--- config.mk ---
export PLATFORM = sky130hd
export DESIGN_NAME = windowed_median_tracker_flat
export DESIGN_NICKNAME = d
export VERILOG_FILES = /design/src/rtl/wmt_pkg.sv /design/src/rtl/wmt_in_if.sv /design/src/rtl/wmt_out_if.sv /design/src/rtl/wmt_cell.sv /design/src/rtl/windowed_median_tracker.sv /design/src/flat_wrapper.sv
export SDC_FILE = /design/constraint.sdc
export NUM_CORES = 1
export LEC_CHECK = 0
export BUFFER_PORTS_ARGS = -buffer_cell sky130_fd_sc_hd__buf_2
export CAP_MARGIN = 20
export CORE_UTILIZATION = 45
export DETAILED_ROUTE_END_ITERATION = 7
export SLEW_MARGIN = 0
export SYNTH_ARGS = -nofsm -noshare
export SYNTH_HDL_FRONTEND = slang
export SYNTH_SLANG_ARGS = --single-unit
export TNS_END_PERCENT = 10
--- constraint.sdc ---
create_clock -name clk -period 4.4 [get_ports clk]
set_clock_uncertainty 0.2 [all_clocks]
set_input_delay 0.22 -clock clk [delete_from_list [all_inputs] [get_ports clk]]
set_output_delay 0.22 -clock clk [all_outputs]
set_load 0.05 [all_outputs]
--- src/rtl/wmt_pkg.sv ---
package wmt_pkg;

  localparam int unsigned SAMPLE_IN_W = 32;
  localparam int unsigned SAMPLE_W    = 16;
  localparam int unsigned COUNT_W     = 4;

  localparam logic [SAMPLE_W-1:0] SAMPLE_MAX = 16'hFFFF;

  typedef enum logic [1:0] {
    CELL_HOLD,
    CELL_DROP,
    CELL_INSERT
  } cell_op_t;

  // Broadcast to every cell of the sorted chain.
  typedef struct packed {
    cell_op_t            op;
    logic                full;
    logic [SAMPLE_W-1:0] value;
  } cell_ctrl_t;

endpackage

--- src/rtl/wmt_in_if.sv ---
interface wmt_in_if;
  logic                                valid;
  logic                                ready;
  logic [wmt_pkg::SAMPLE_IN_W-1:0]     sample_value;

  modport source (output valid, output sample_value, input ready);
  modport sink   (input valid, input sample_value, output ready);
endinterface

--- src/rtl/wmt_out_if.sv ---
interface wmt_out_if;
  logic                           valid;
  logic                           ready;
  logic [wmt_pkg::SAMPLE_W-1:0]   median_value;
  logic [wmt_pkg::COUNT_W-1:0]    valid_count;

  modport source (output valid, output median_value, output valid_count, input ready);
  modport sink   (input valid, input median_value, input valid_count, output ready);
endinterface

--- src/rtl/wmt_cell.sv ---
module wmt_cell #(
  parameter int unsigned DEPTH = 8,
  parameter int unsigned AGE_W = 3
) (
  input  logic                         clk,
  input  logic                         rst,
  input  wmt_pkg::cell_ctrl_t          ctrl,
  // left neighbor (smaller values)
  input  logic                         left_valid,
  input  logic [wmt_pkg::SAMPLE_W-1:0] left_val,
  input  logic [AGE_W-1:0]             left_age,
  input  logic                         left_big,
  input  logic                         left_gone,
  // right neighbor (larger values)
  input  logic                         right_valid,
  input  logic [wmt_pkg::SAMPLE_W-1:0] right_val,
  input  logic [AGE_W-1:0]             right_age,
  // own contents
  output logic                         valid,
  output logic [wmt_pkg::SAMPLE_W-1:0] val,
  output logic [AGE_W-1:0]             age,
  output logic                         big,
  output logic                         gone
);

  localparam logic [AGE_W-1:0] AGE_OLDEST = AGE_W'(DEPTH - 1);

  logic del;

  // oldest entry leaves only once the window is full
  assign del  = ctrl.full && valid && (age == AGE_OLDEST);
  assign gone = left_gone || del;
  // empty slots sort above everything
  assign big  = !valid || (val > ctrl.value);

  always_ff @(posedge clk) begin
    if (rst) begin
      valid <= 1'b0;
    end else begin
      unique case (ctrl.op)
        wmt_pkg::CELL_DROP: begin
          if (gone) begin
            valid <= right_valid;
            val   <= right_val;
            age   <= right_age;
          end
        end
        wmt_pkg::CELL_INSERT: begin
          if (big && !left_big) begin
            valid <= 1'b1;
            val   <= ctrl.value;
            age   <= '0;
          end else if (big) begin
            valid <= left_valid;
            val   <= left_val;
            age   <= left_age + 1'b1;
          end else begin
            age   <= age + 1'b1;
          end
        end
        default: begin
        end
      endcase
    end
  end

endmodule

--- src/rtl/windowed_median_tracker.sv ---
// Running upper median over the last WINDOW_DEPTH samples. Each input beat
// carries a 32-bit response time, clipped to 65535, and yields exactly one
// output beat with the upper median (element count/2 of the sorted window)
// and the number of samples held so far, 1..WINDOW_DEPTH (low 4 bits).
// Samples live in a chain of cells kept in ascending order; every cell also
// tracks the age of its sample, so the ring order needs no separate pointer.
// Each item goes through accept, drop the oldest sample (window full only),
// sorted insert of the new one, median pick into the output register. The
// input is taken again while a result still waits on the output side.
module windowed_median_tracker #(
  parameter int unsigned WINDOW_DEPTH = 8
) (
  input  logic       clk,
  input  logic       rst,
  wmt_in_if.sink     sample_in,
  wmt_out_if.source  result_out
);

  localparam int unsigned AGE_W = (WINDOW_DEPTH > 1) ? $clog2(WINDOW_DEPTH) : 1;
  localparam int unsigned IDX_W = AGE_W;
  localparam int unsigned CNT_W = $clog2(WINDOW_DEPTH + 1);
  localparam logic [CNT_W-1:0] CNT_FULL = CNT_W'(WINDOW_DEPTH);

  typedef enum logic [1:0] {
    ST_IDLE,
    ST_DROP,
    ST_INSERT,
    ST_PICK
  } state_t;

  state_t state;

  logic [wmt_pkg::SAMPLE_W-1:0] sample;   // clipped sample under work
  logic [CNT_W-1:0]             fill;     // valid entries in the window

  wmt_pkg::cell_ctrl_t ctrl;

  // chain wiring, one entry per cell
  logic                         c_valid [WINDOW_DEPTH];
  logic [wmt_pkg::SAMPLE_W-1:0] c_val   [WINDOW_DEPTH];
  logic [AGE_W-1:0]             c_age   [WINDOW_DEPTH];
  logic                         c_big   [WINDOW_DEPTH];
  logic                         c_gone  [WINDOW_DEPTH];

  logic [IDX_W-1:0] mid_idx;
  logic [31:0]      fill_ext;
  logic             out_free;

  assign sample_in.ready = (state == ST_IDLE);

  always_comb begin
    ctrl.full  = (fill == CNT_FULL);
    ctrl.value = sample;
    unique case (state)
      ST_DROP:   ctrl.op = wmt_pkg::CELL_DROP;
      ST_INSERT: ctrl.op = wmt_pkg::CELL_INSERT;
      default:   ctrl.op = wmt_pkg::CELL_HOLD;
    endcase
  end

  genvar gi;
  generate
    for (gi = 0; gi < WINDOW_DEPTH; gi++) begin : g_cell
      logic                         l_valid;
      logic [wmt_pkg::SAMPLE_W-1:0] l_val;
      logic [AGE_W-1:0]             l_age;
      logic                         l_big;
      logic                         l_gone;
      logic                         r_valid;
      logic [wmt_pkg::SAMPLE_W-1:0] r_val;
      logic [AGE_W-1:0]             r_age;

      if (gi == 0) begin : g_head
        // head of the chain: nothing smaller, nothing dropped before it
        assign l_valid = 1'b0;
        assign l_val   = '0;
        assign l_age   = '0;
        assign l_big   = 1'b0;
        assign l_gone  = 1'b0;
      end else begin : g_link_l
        assign l_valid = c_valid[gi-1];
        assign l_val   = c_val[gi-1];
        assign l_age   = c_age[gi-1];
        assign l_big   = c_big[gi-1];
        assign l_gone  = c_gone[gi-1];
      end

      if (gi == WINDOW_DEPTH - 1) begin : g_tail
        // tail: shifting down leaves an empty slot
        assign r_valid = 1'b0;
        assign r_val   = '0;
        assign r_age   = '0;
      end else begin : g_link_r
        assign r_valid = c_valid[gi+1];
        assign r_val   = c_val[gi+1];
        assign r_age   = c_age[gi+1];
      end

      wmt_cell #(
        .DEPTH (WINDOW_DEPTH),
        .AGE_W (AGE_W)
      ) u_cell (
        .clk         (clk),
        .rst         (rst),
        .ctrl        (ctrl),
        .left_valid  (l_valid),
        .left_val    (l_val),
        .left_age    (l_age),
        .left_big    (l_big),
        .left_gone   (l_gone),
        .right_valid (r_valid),
        .right_val   (r_val),
        .right_age   (r_age),
        .valid       (c_valid[gi]),
        .val         (c_val[gi]),
        .age         (c_age[gi]),
        .big         (c_big[gi]),
        .gone        (c_gone[gi])
      );
    end
  endgenerate

  // upper median sits at index fill/2 of the sorted chain
  assign mid_idx  = IDX_W'(fill >> 1);
  assign fill_ext = 32'(fill);
  assign out_free = !result_out.valid || result_out.ready;

  always_ff @(posedge clk) begin
    if (rst) begin
      state            <= ST_IDLE;
      fill             <= '0;
      result_out.valid <= 1'b0;
    end else begin
      // in the pick step a leaving result is replaced by the new one
      if (result_out.valid && result_out.ready && (state != ST_PICK)) begin
        result_out.valid <= 1'b0;
      end
      unique case (state)
        ST_IDLE: begin
          if (sample_in.valid) begin
            sample <= (|sample_in.sample_value[wmt_pkg::SAMPLE_IN_W-1:wmt_pkg::SAMPLE_W])
                      ? wmt_pkg::SAMPLE_MAX
                      : sample_in.sample_value[wmt_pkg::SAMPLE_W-1:0];
            state  <= ST_DROP;
          end
        end
        ST_DROP: begin
          state <= ST_INSERT;
        end
        ST_INSERT: begin
          if (fill != CNT_FULL) begin
            fill <= fill + 1'b1;
          end
          state <= ST_PICK;
        end
        ST_PICK: begin
          // wait here while the previous result is still unclaimed
          if (out_free) begin
            result_out.valid        <= 1'b1;
            result_out.median_value <= c_val[mid_idx];
            result_out.valid_count  <= fill_ext[wmt_pkg::COUNT_W-1:0];
            state                   <= ST_IDLE;
          end
        end
        default: begin
          state <= ST_IDLE;
        end
      endcase
    end
  end

endmodule
--- src/flat_wrapper.sv ---
// flat-port wrapper written by rule: the top's interface ports become plain ports
module windowed_median_tracker_flat 
#(
  parameter int unsigned WINDOW_DEPTH = 8
)
  (clk, rst, sample_in_valid, sample_in_sample_value, sample_in_ready, result_out_valid, result_out_median_value, result_out_valid_count, result_out_ready);
  wmt_in_if sample_in_i ();
  wmt_out_if result_out_i ();
  input  logic clk;
  input  logic rst;
  input wire logic [$bits(sample_in_i.valid)-1:0] sample_in_valid;
  input wire logic [$bits(sample_in_i.sample_value)-1:0] sample_in_sample_value;
  output wire logic [$bits(sample_in_i.ready)-1:0] sample_in_ready;
  output wire logic [$bits(result_out_i.valid)-1:0] result_out_valid;
  output wire logic [$bits(result_out_i.median_value)-1:0] result_out_median_value;
  output wire logic [$bits(result_out_i.valid_count)-1:0] result_out_valid_count;
  input wire logic [$bits(result_out_i.ready)-1:0] result_out_ready;
  assign sample_in_i.valid = sample_in_valid;
  assign sample_in_i.sample_value = sample_in_sample_value;
  assign sample_in_ready = sample_in_i.ready;
  assign result_out_valid = result_out_i.valid;
  assign result_out_median_value = result_out_i.median_value;
  assign result_out_valid_count = result_out_i.valid_count;
  assign result_out_i.ready = result_out_ready;
  windowed_median_tracker #(.WINDOW_DEPTH(WINDOW_DEPTH)) u_core (.clk(clk), .rst(rst), .sample_in(sample_in_i), .result_out(result_out_i));
endmodule
Yosys cells after proc, flatten, opt, wreduce, memory -nomap -nowiden --
Index checks and enable logic that the tools add are counted.
Cells by class: div/mod/pow operators 0, shift-type cells 0, add/sub/neg operators 9, equal/unequal tests 34, multipliers 0, multiplexer cells 103, reduce and logical (&&, ||, !) cells 88, bitwise gates (word level) 2, $lt $le $gt $ge 9
Operator list (number):
- $mux W16 | 25
- $pmux W16 S2 | 8
- $gt A16 B16 Y1 | 8
- $mux W3 | 23
- $reduce_and A3 Y1 | 18
- $bmux W16 S3 | 1
- $pmux W3 S2 | 8
- $reduce_and A4 Y1 | 8
- $mux W1 | 26
- $logic_and A1 B1 Y1 | 25
- $add A3 B1 Y3 const B | 8
- $eq A3 B3 Y1 const B | 8
- $ne A2 B2 Y1 const B | 11
- $ne A3 B3 Y1 const B | 7
- $logic_not A1 Y1 | 16
- $logic_or A1 B1 Y1 | 16
- $pmux W1 S2 | 8
- $reduce_or A16 Y1 | 1
- $pmux W2 S4 | 1
- $eq A2 B2 Y1 const B | 3
- $add A4 B1 Y4 const B | 1
- $eq A2 B1 Y1 const B | 2
- $eq A4 B4 Y1 const B | 1
- $ge A4 B4 Y1 const B | 1
- 9 further kinds | 11
Word-level totals: register bits after elaboration 203, word-level logic and storage cells 275, output and inout bits 22, memories kept 0, memory bits (read-only) 0, bits in latches 0, bits of input ports 36, memory bits (writable) 0

Logic depth before layout (Yosys ltp) --
Gate-level depths: netlist (run 1).
depth in word-level cells 12, mapped depth 11, mapped depth without buffers 9

Modules after synthesis --
Synthesis (run 1) repeated with hierarchy kept, for this count alone.
Second synthesis, totals: cells, all modules 1475, area total of the unflattened synthesis 15546.2 µm²
Modules (own cells, without submodules):
- wmt_cell (u_core.g_cell[0].u_cell ...) | times used 7, area an instance 1601.5 µm², cells each 163
- windowed_median_tracker | times used 1, area an instance 2725.1 µm², cells each 166
- wmt_cell (u_core.g_cell[7].u_cell) | times used 1, area an instance 1610.3 µm², cells each 168

Worst setup path before layout (run 1) --
Ideal clock, no wire load.
path kind register -> register, start point reg u_core.fill[1], end point reg u_core.g_cell[6].u_cell.val[0] (netlist bit) (enable), path slack 431 ps, cell stages (with the launch flop) 11, required time 3786 ps, data arrival time 3355 ps, cell sequence dfxtp_1 -> clkbuf_1 -> buf_1 -> inv_1 -> ha_1 -> nand3b_1 -> o21ai_0 -> nand3b_1 -> nor2_1 -> nor2_1 -> a21boi_0
On the way: word-level cells in the longest chain between the ends 11, elaborated cells on any way between the ends 23
RTL lines:
- start, declared | line windowed_median_tracker.sv:34 | logic [CNT_W-1:0] fill;
- start signal, assigned | line windowed_median_tracker.sv:152 | fill <= fill + 1'b1;
- $eq A4 B4 Y1 * | line windowed_median_tracker.sv:52 | ctrl.full = (fill == CNT_FULL);
- $logic_and A1 B1 Y1 (2 in series) | line wmt_cell.sv:31 | assign del = ctrl.full && valid && (age == AGE_OLDEST);
- $logic_or A1 B1 Y1 (5 in series) | line wmt_cell.sv:32 | assign gone = left_gone || del;
- $logic_or A1 B1 Y1 * | line wmt_cell.sv:32
- $ne A2 B2 Y1 (no source line) *
- $reduce_and A4 Y1 (no source line) *
- end signal, assigned | line wmt_cell.sv:44 | val <= right_val;
- end signal, assigned | line wmt_cell.sv:51 | val <= ctrl.value;
- end signal, assigned | line wmt_cell.sv:55 | val <= left_val;
- end, declared | line wmt_cell.sv:20 | output logic [wmt_pkg::SAMPLE_W-1:0] val,
Every way passes the cells marked *; elsewhere a longest branch is shown, timed or not. A chain may end at the register's enable or synchronous reset.

Final worst setup path (run 1) --
start point reg u_core.sample[10] (netlist bit), end point reg u_core.g_cell[4].u_cell.val[10] (netlist bit) (enable)
On the way: word-level cells in the longest chain between the ends 6, elaborated cells on any way between the ends 8
RTL lines:
- start, declared | line windowed_median_tracker.sv:33 | logic [wmt_pkg::SAMPLE_W-1:0] sample;
- start signal, assigned | line windowed_median_tracker.sv:141 | sample <= (|sample_in.sample_value[wmt_pkg::SAMPLE_IN_W-1:wmt_pkg::SAMPLE_W])
- $gt A16 B16 Y1 | line wmt_cell.sv:34 | assign big = !valid || (val > ctrl.value);
- $logic_or A1 B1 Y1 | line wmt_cell.sv:34
- $logic_not A1 Y1 | line wmt_cell.sv:49 | if (big && !left_big) begin
- $logic_and A1 B1 Y1 | line wmt_cell.sv:49
- $ne A3 B3 Y1 (no source line) *
- $reduce_and A4 Y1 (no source line) *
- end signal, assigned | line wmt_cell.sv:44
- end signal, assigned | line wmt_cell.sv:51
- end signal, assigned | line wmt_cell.sv:55
- end, declared | line wmt_cell.sv:20
Marked as above.

==> metrics.yaml, run 1 <==
arrival_ps: 3920
maxCapViolCount: 0
drt-total-wl_um: 41350
layout_common_cells: "188 x edfxtp_1, 150 x ha_1, 116 x a21oi_1"
routedWlPerCell_um: 23.55
hp-start: "sample_in_sample_value[30]"
core_mm2: 0.02987
root_buffer: "clkbuf_16"
num_antenna_cells: 0
yosys_warnings: 0
io_pins: 58
cp_top_family: "simple AND/OR/NAND/NOR gates"
cp.buffers_inverters: 2
critPathSlowestCell: "nor4b_1"
layout.nets: 1536
layout_min_cycle_time_ps: 3935
hold_end: "u_core.sample[2]"
synth_seq_area_share_pct: 43.09
numClockSinks: 203
gp_congestion: 0.9459
cpPeakStageDelay_ps: 490
final_common_cell: "edfxtp_1"
fp.dieArea_mm2: 0.03137
async_reset_ff_share_pct: 0
status: "completed"
antenna_found_initial: 1
ir_drop_uv: 281.3
worstSetupEndpointType: "flip-flop"
r2r-start: "u_core.sample[10]"
r2r_setup_slack_ps: 460
drt-initial-drc-count: 1192
start_util_pct: 46.19
leakage_nw: 6.057
setup_violations: 0
synth_flop_cell: "edfxtp_1"
cp-start-kind: "flip-flop"
setup_slack_ps: 464.9
cp.required_ps: 4380
worstPathMaxFanout: 16
clk_pin_slew_worst_paths_ps: 60
ant_nets: 0
tightest_slew_ps: 845.9
vias: 10781
avgSynthCellArea_um2: 10.75
hold_path.class: "input pin to flip-flop"
syn-instance-count: 1283
drive_above_1_share_pct: 15.74
power_density_mw_per_mm2: 601.2
first_pass_iters: 7
fmax_mhz: 254.1
timing.rr.end: "u_core.g_cell[4].u_cell.val[10]"
synth_edf_count: 188
critPathKind: "flip-flop to flip-flop"
grt_pass1_wl_um: 63580
viasPerCell: 6.140
htree_levels: 1
fp.dieW_um: 177.1
slew_viol_final: 0
ys_ff_latch: 203
min_delay_path_depth: 4
rows: 63
finalCritPeriodShare_pct: 89.43
syn-num-nets: 1470
cts_buffers: 24
cts.path.max_buffers: 3
post-route-util_pct: 51.99
reg2reg_depth: 9
cts_tree: "built"
grt_pass1_vias: 10218
timing.critical_path.cells: "inv_1 -> ha_1 -> and4_1 -> nor4b_1 -> a21bo_2 -> o211ai_1 -> and2_0 -> o21a_1 -> buf_4"
rsz0062_at_grt: "no"
place_hpwl_um: 29640
hold_ws_ps: 257.7
grt_usage_pct: 27.06
grt_max_degree: 141
dp_slack_ps: 493.9
netlist-cell-type-count: 71
syn-cell-area_mm2: 0.01380
die_h_um: 177.1
portBuffers: 57
area_growth_pct: 12.56
relSlewSlack_pct: 43.27
grt-ovfl-total: 0
route.detailed.drc: 0
finalSetupTns_ps: 0
clk_latency_ps: 540
hold_viol: 0
==> worst max-delay path by stage <==
stage	startpoint	endpoint	depth (start not counted)
detailed placement	u_core.sample[10]	u_core.g_cell[4].u_cell.val[9]	9
floorplan	u_core.fill[1]	u_core.g_cell[6].u_cell.val[0]	10
CTS	u_core.sample[10]	u_core.g_cell[4].u_cell.val[10]	9
global placement	u_core.sample[10]	u_core.g_cell[4].u_cell.val[8]	9
finish	u_core.sample[10]	u_core.g_cell[4].u_cell.val[10]	9
global route	u_core.sample[14]	u_core.g_cell[4].u_cell.val[10]	9
==> metrics by stage <==
step	power (mW)	cell area [µm²]	std cells
4_1_cts	9.317	15530	1756
2_1_floorplan	6.046	13800	1283
6_report	9.338	15530	1756
5_1_grt	9.894	15530	1756
3_5_place_dp	7.372	14590	1693
3_3_place_gp	7.285	14590	1693
==> sequential cells by signal, summed over array words and instances, names as in the netlist <==
signal and cells:
u_core.result_out.valid_count 4, u_core.g_cell.u_cell.age 24, u_core.result_out.valid 1, u_core.state 2, u_core.fill 4, u_core.g_cell.u_cell.valid 8
u_core.result_out.median_value 16, u_core.sample 16, u_core.g_cell.u_cell.val 128
==> kinds of logic (layout without fill, tap and decap cells) <==
group           count (synthesis)  in the layout  share of synthesized area, %
fa+ha+maj                     151            151                         13.69
buf+inv                       168            251                         5.005
compound gates                294            294                         14.21
flops                         203            203                         43.09
xor+xnor                        3              3                        0.1905
simple gates                  351            351                         12.56
mux                           113            113                         11.25
==> cell usage after synthesis, types with 5 or more instances <==
cell type	count	area (µm²)
buf_2	10	50.05
nor2b_1	18	112.6
o21a_1	6	45.04
mux2_2	17	191.4
nand2b_1	7	43.79
ha_1	151	1889
o2bb2ai_1	5	43.79
inv_1	103	386.6
o211ai_1	11	82.58
mux4_2	32	720.7
a211o_1	5	43.79
and3_1	7	43.79
a31oi_1	6	37.54
nand3_1	68	340.3
clkbuf_1	40	150.1
edfxtp_1	188	5645
o21ai_0	37	185.2
nand2_1	76	285.3
nor4_1	7	43.79
o221ai_1	51	446.7
dfxtp_1	15	300.3
a21boi_0	8	60.06
or2_2	17	106.4
and4_1	6	52.55
mux2i_1	64	640.6
nand3b_1	5	37.54
nand4_1	22	137.6
a211oi_1	7	52.55
buf_1	9	33.78
nor2_1	96	360.4
a21oi_1	116	580.6
==> layout make-up <==
type	count	area (µm²)
clock inverters	14	100.1
fillers	2732	14340
inverters	103	386.6
repair buffers	105	745.7
well taps	390	488.0
clock buffers	29	640.6
multi-input cells	912	7222
flip-flops and latches	203	5948
==> layer usage <==
layer  part of all wire, %  vias up  global-route usage [%]
met5                     0        -                       0
met4                   1.3        0                   4.346
met2                    45      384                   41.99
met1                    47     5342                   40.38
li1                      -     5016                       -
met3                   7.0       39                   3.866
==> worst reg2reg max path: stages (launching register included) <==
cell and delay (ps):
edfxtp_1 450, inv_1 220, ha_1 360, and4_1 250, nor4b_1 490, a21bo_2 300
o211ai_1 320, and2_0 480, o21a_1 160, buf_4 350
==> what timing repair did <==
item                                   CTS  global route
hold buffers                            20             0
buffers inserted                         0             0
resized for setup                        0             0
endpoints found under the hold margin   23             0
==> power breakdown <==
part | internal [mW] | switching, mW | total [mW]
logic | 1.41 | 2.34 | 3.75
clock network | 1.05 | 0.862 | 1.91
registers | 3.04 | 0.636 | 3.68
No activity file was read; power rests on OpenSTA's default activity.
==> inputs of run 2 (changes only) <==
CELL_PAD_IN_SITES_DETAIL_PLACEMENT = 1   (was default)
CELL_PAD_IN_SITES_GLOBAL_PLACEMENT = 2   (was default)
CORE_UTILIZATION = 42   (was 45)
PLACE_DENSITY_LB_ADDON = 0.1   (was default)
==> run 2 against run 1 <==
Against the previous run: combinational power grew 2%; die area grew 7.1%; routed wire length grew 15%; final cell count grew 2.9%; first-iteration DRC count shrank 24%; largest power group unchanged.
==> metrics.yaml, run 2 (synthesis gave the netlist of run 1 again) <==
status: "completed"
numClockSinks: 203  # unchanged
io_pins: 58  # unchanged
critPathKind: "flip-flop to flip-flop"
post-cts-setup-buffers: 0  # unchanged
layout_common_cells: "188 x edfxtp_1, 150 x ha_1, 116 x a21oi_1"
start_util_pct: 42.52  # -3.7 points
tightest_slew_ps: 904.0  # +58.09 ps
setup_violations: 0  # unchanged
htree_levels: 1  # unchanged
hold_path.class: "input pin to flip-flop"
clk_latency_ps: 540  # about the same
arrival_ps: 4200  # +280 ps
antenna_found_initial: 4  # +3
min_delay_path_depth: 4  # unchanged
grt_usage_pct: 28.67  # +1.6 points
hold_end: "u_core.sample[9]"
drive_above_1_share_pct: 15.31  # -0.43 points
cts_buffers: 26  # +8.3%
fin_area_mm2: 0.01560  # +0.42%
worstPathMaxFanout: 17  # +1
largest-register: "u_core.g_cell.u_cell.val"
layout_min_cycle_time_ps: 4154  # +218.9 ps
relSlewSlack_pct: 39.59  # -3.7 points
crit_start: "u_core.sample[9]"
cp.required_ps: 4450  # +70 ps
cts.path.max_buffers: 3  # unchanged
clk_pin_slew_worst_paths_ps: 60  # about the same
drt-total-wl_um: 47390  # +15%
grt_pass1_vias: 11008  # +7.7%
route.detailed.drc: 0  # unchanged
drt-initial-drc-count: 908  # -24%
nFillCells: 3545  # +30%
grt_util_met3_pct: 4.349  # +0.48 points
place_hpwl_um: 34020  # +15%
top_regs: "u_core.g_cell.u_cell.val: 128 flops, u_core.g_cell.u_cell.age: 24 flops"
cts_tree: "built"
finalSetupTns_ps: 0  # unchanged
worstSetupEndpointType: "flip-flop"
reg2reg_depth: 9  # unchanged
core_mm2: 0.03245  # +8.6%
r2r-start: "u_core.sample[9]"
vias: 10908  # +1.2%
area_growth_pct: 13.03
fp.dieW_um: 183.3  # +3.5%
use_met1_pct: 41.93  # +1.6 points
slew_viol_final: 0  # unchanged
cp-start-kind: "flip-flop"
multi_input_area_mm2: 0.007227  # about the same
grt_use_met2_pct: 44.65  # +2.7 points
grt-ovfl-total: 0  # unchanged
hold_buffers: 19  # -5.0%
busiest_layer: "met2"
fp.dieArea_mm2: 0.03358  # +7.1%
power_density_mw_per_mm2: 614.2  # +2.2%
num_antenna_cells: 0  # unchanged
final_common_cell: "edfxtp_1"
ir_drop_uv: 308.0  # +9.5%
finalCritPeriodShare_pct: 94.41  # +5.0 points
gp_congestion: 0.8666  # -8.4%
grt_max_degree: 135  # -4.3%
largest_reg_flops: 128  # unchanged
rsz0062_at_grt: "no"
post-route-util_pct: 48.06  # -3.9 points
timing.rr.end: "u_core.g_cell[1].u_cell.val[12]"
placed_area_mm2: 0.01461  # +0.10%
grt_pass1_wl_um: 71140  # +12%
r2r_setup_slack_ps: 250  # -220 ps
layout.nets: 1533  # -0.20%
first_pass_iters: 5  # -2
leakage_nw: 6.061  # about the same
routedWlPerCell_um: 26.23  # +11%
hp-start: "sample_in_sample_value[30]"
maxCapViolCount: 0  # unchanged
root_buffer: "clkbuf_16"
finalPower_mw: 9.579  # +2.6%
regArea_mm2: 0.005948  # unchanged
hold_viol: 0  # unchanged
portBuffers: 57  # unchanged
fmax_mhz: 240.7  # -5.3%
die_h_um: 183.3  # +3.5%
ant_nets: 0  # unchanged
rows: 66  # +4.8%
postCtsResizedCells: 0  # unchanged
viasPerCell: 6.037  # -1.7%
[run 2: changes by cell type in the layout (fill, tap and decap cells not counted), moves of 2 or more]
cell,change
inv_6,-2
clkbuf_1,+4
clkbuf_8,+4
buf_4,-2
clkbuf_16,+2
buf_12,-2
clkinv_4,-5
[run 2: cell type report]
type / count / share of cell area, %
Clock buffer: 39 / 4.878
Clock inverter: 8 / 0.2567
Inverter: 103 / 2.479
Multi-Input combinational cell: 912 / 46.34
Sequential cell: 203 / 38.14
Tap cell: 442 / 3.546
Timing Repair Buffer: 100 / 4.364
[run 2: power breakdown]
group,switching (mW),total [mW],internal (mW)
registers,0.645,3.69,3.05
logic,2.46,3.84,1.38
clock network,0.861,2.04,1.18
total,3.97,9.58,5.61
[run 2: through the flow]
step	hold slack, ps	cells	setup WS, ps
6_report	179.8	1807	246.0
5_1_grt	279.1	1807	107.6
4_1_cts	206.8	1807	280.5
3_5_place_dp	284.6	1741	308.9
3_3_place_gp	286.3	1741	291.8
2_1_floorplan	201.0	1283	430.9
[run 2: worst max-delay path, cell delays in order (launching register included)]
cell,delay [ps]
edfxtp_1,480
inv_1,230
ha_1,350
nand4_1,200
nor4_1,590
a21boi_1,440
o31ai_2,250
nor2_4,750
mux2i_1,280
a21oi_1,90
[run 2: per-layer routing]
layer,vias to the layer above,routed length (µm)
li1,5020,-
met1,5465,22180
met2,361,21170
met3,60,3077
met4,2,949
met5,-,13
[run 2: worst max path at each step]
stage                     slack [ps]                              end  cells after the start
after CTS                        280  u_core.g_cell[1].u_cell.val[12]                      9
after global routing             110  u_core.g_cell[1].u_cell.val[12]                      9
final                            250  u_core.g_cell[1].u_cell.val[12]                      9
after detailed placement         310  u_core.g_cell[1].u_cell.val[12]                      9
after floorplan                  430   u_core.g_cell[6].u_cell.val[0]                     10
after global placement           290  u_core.g_cell[1].u_cell.val[14]                      9
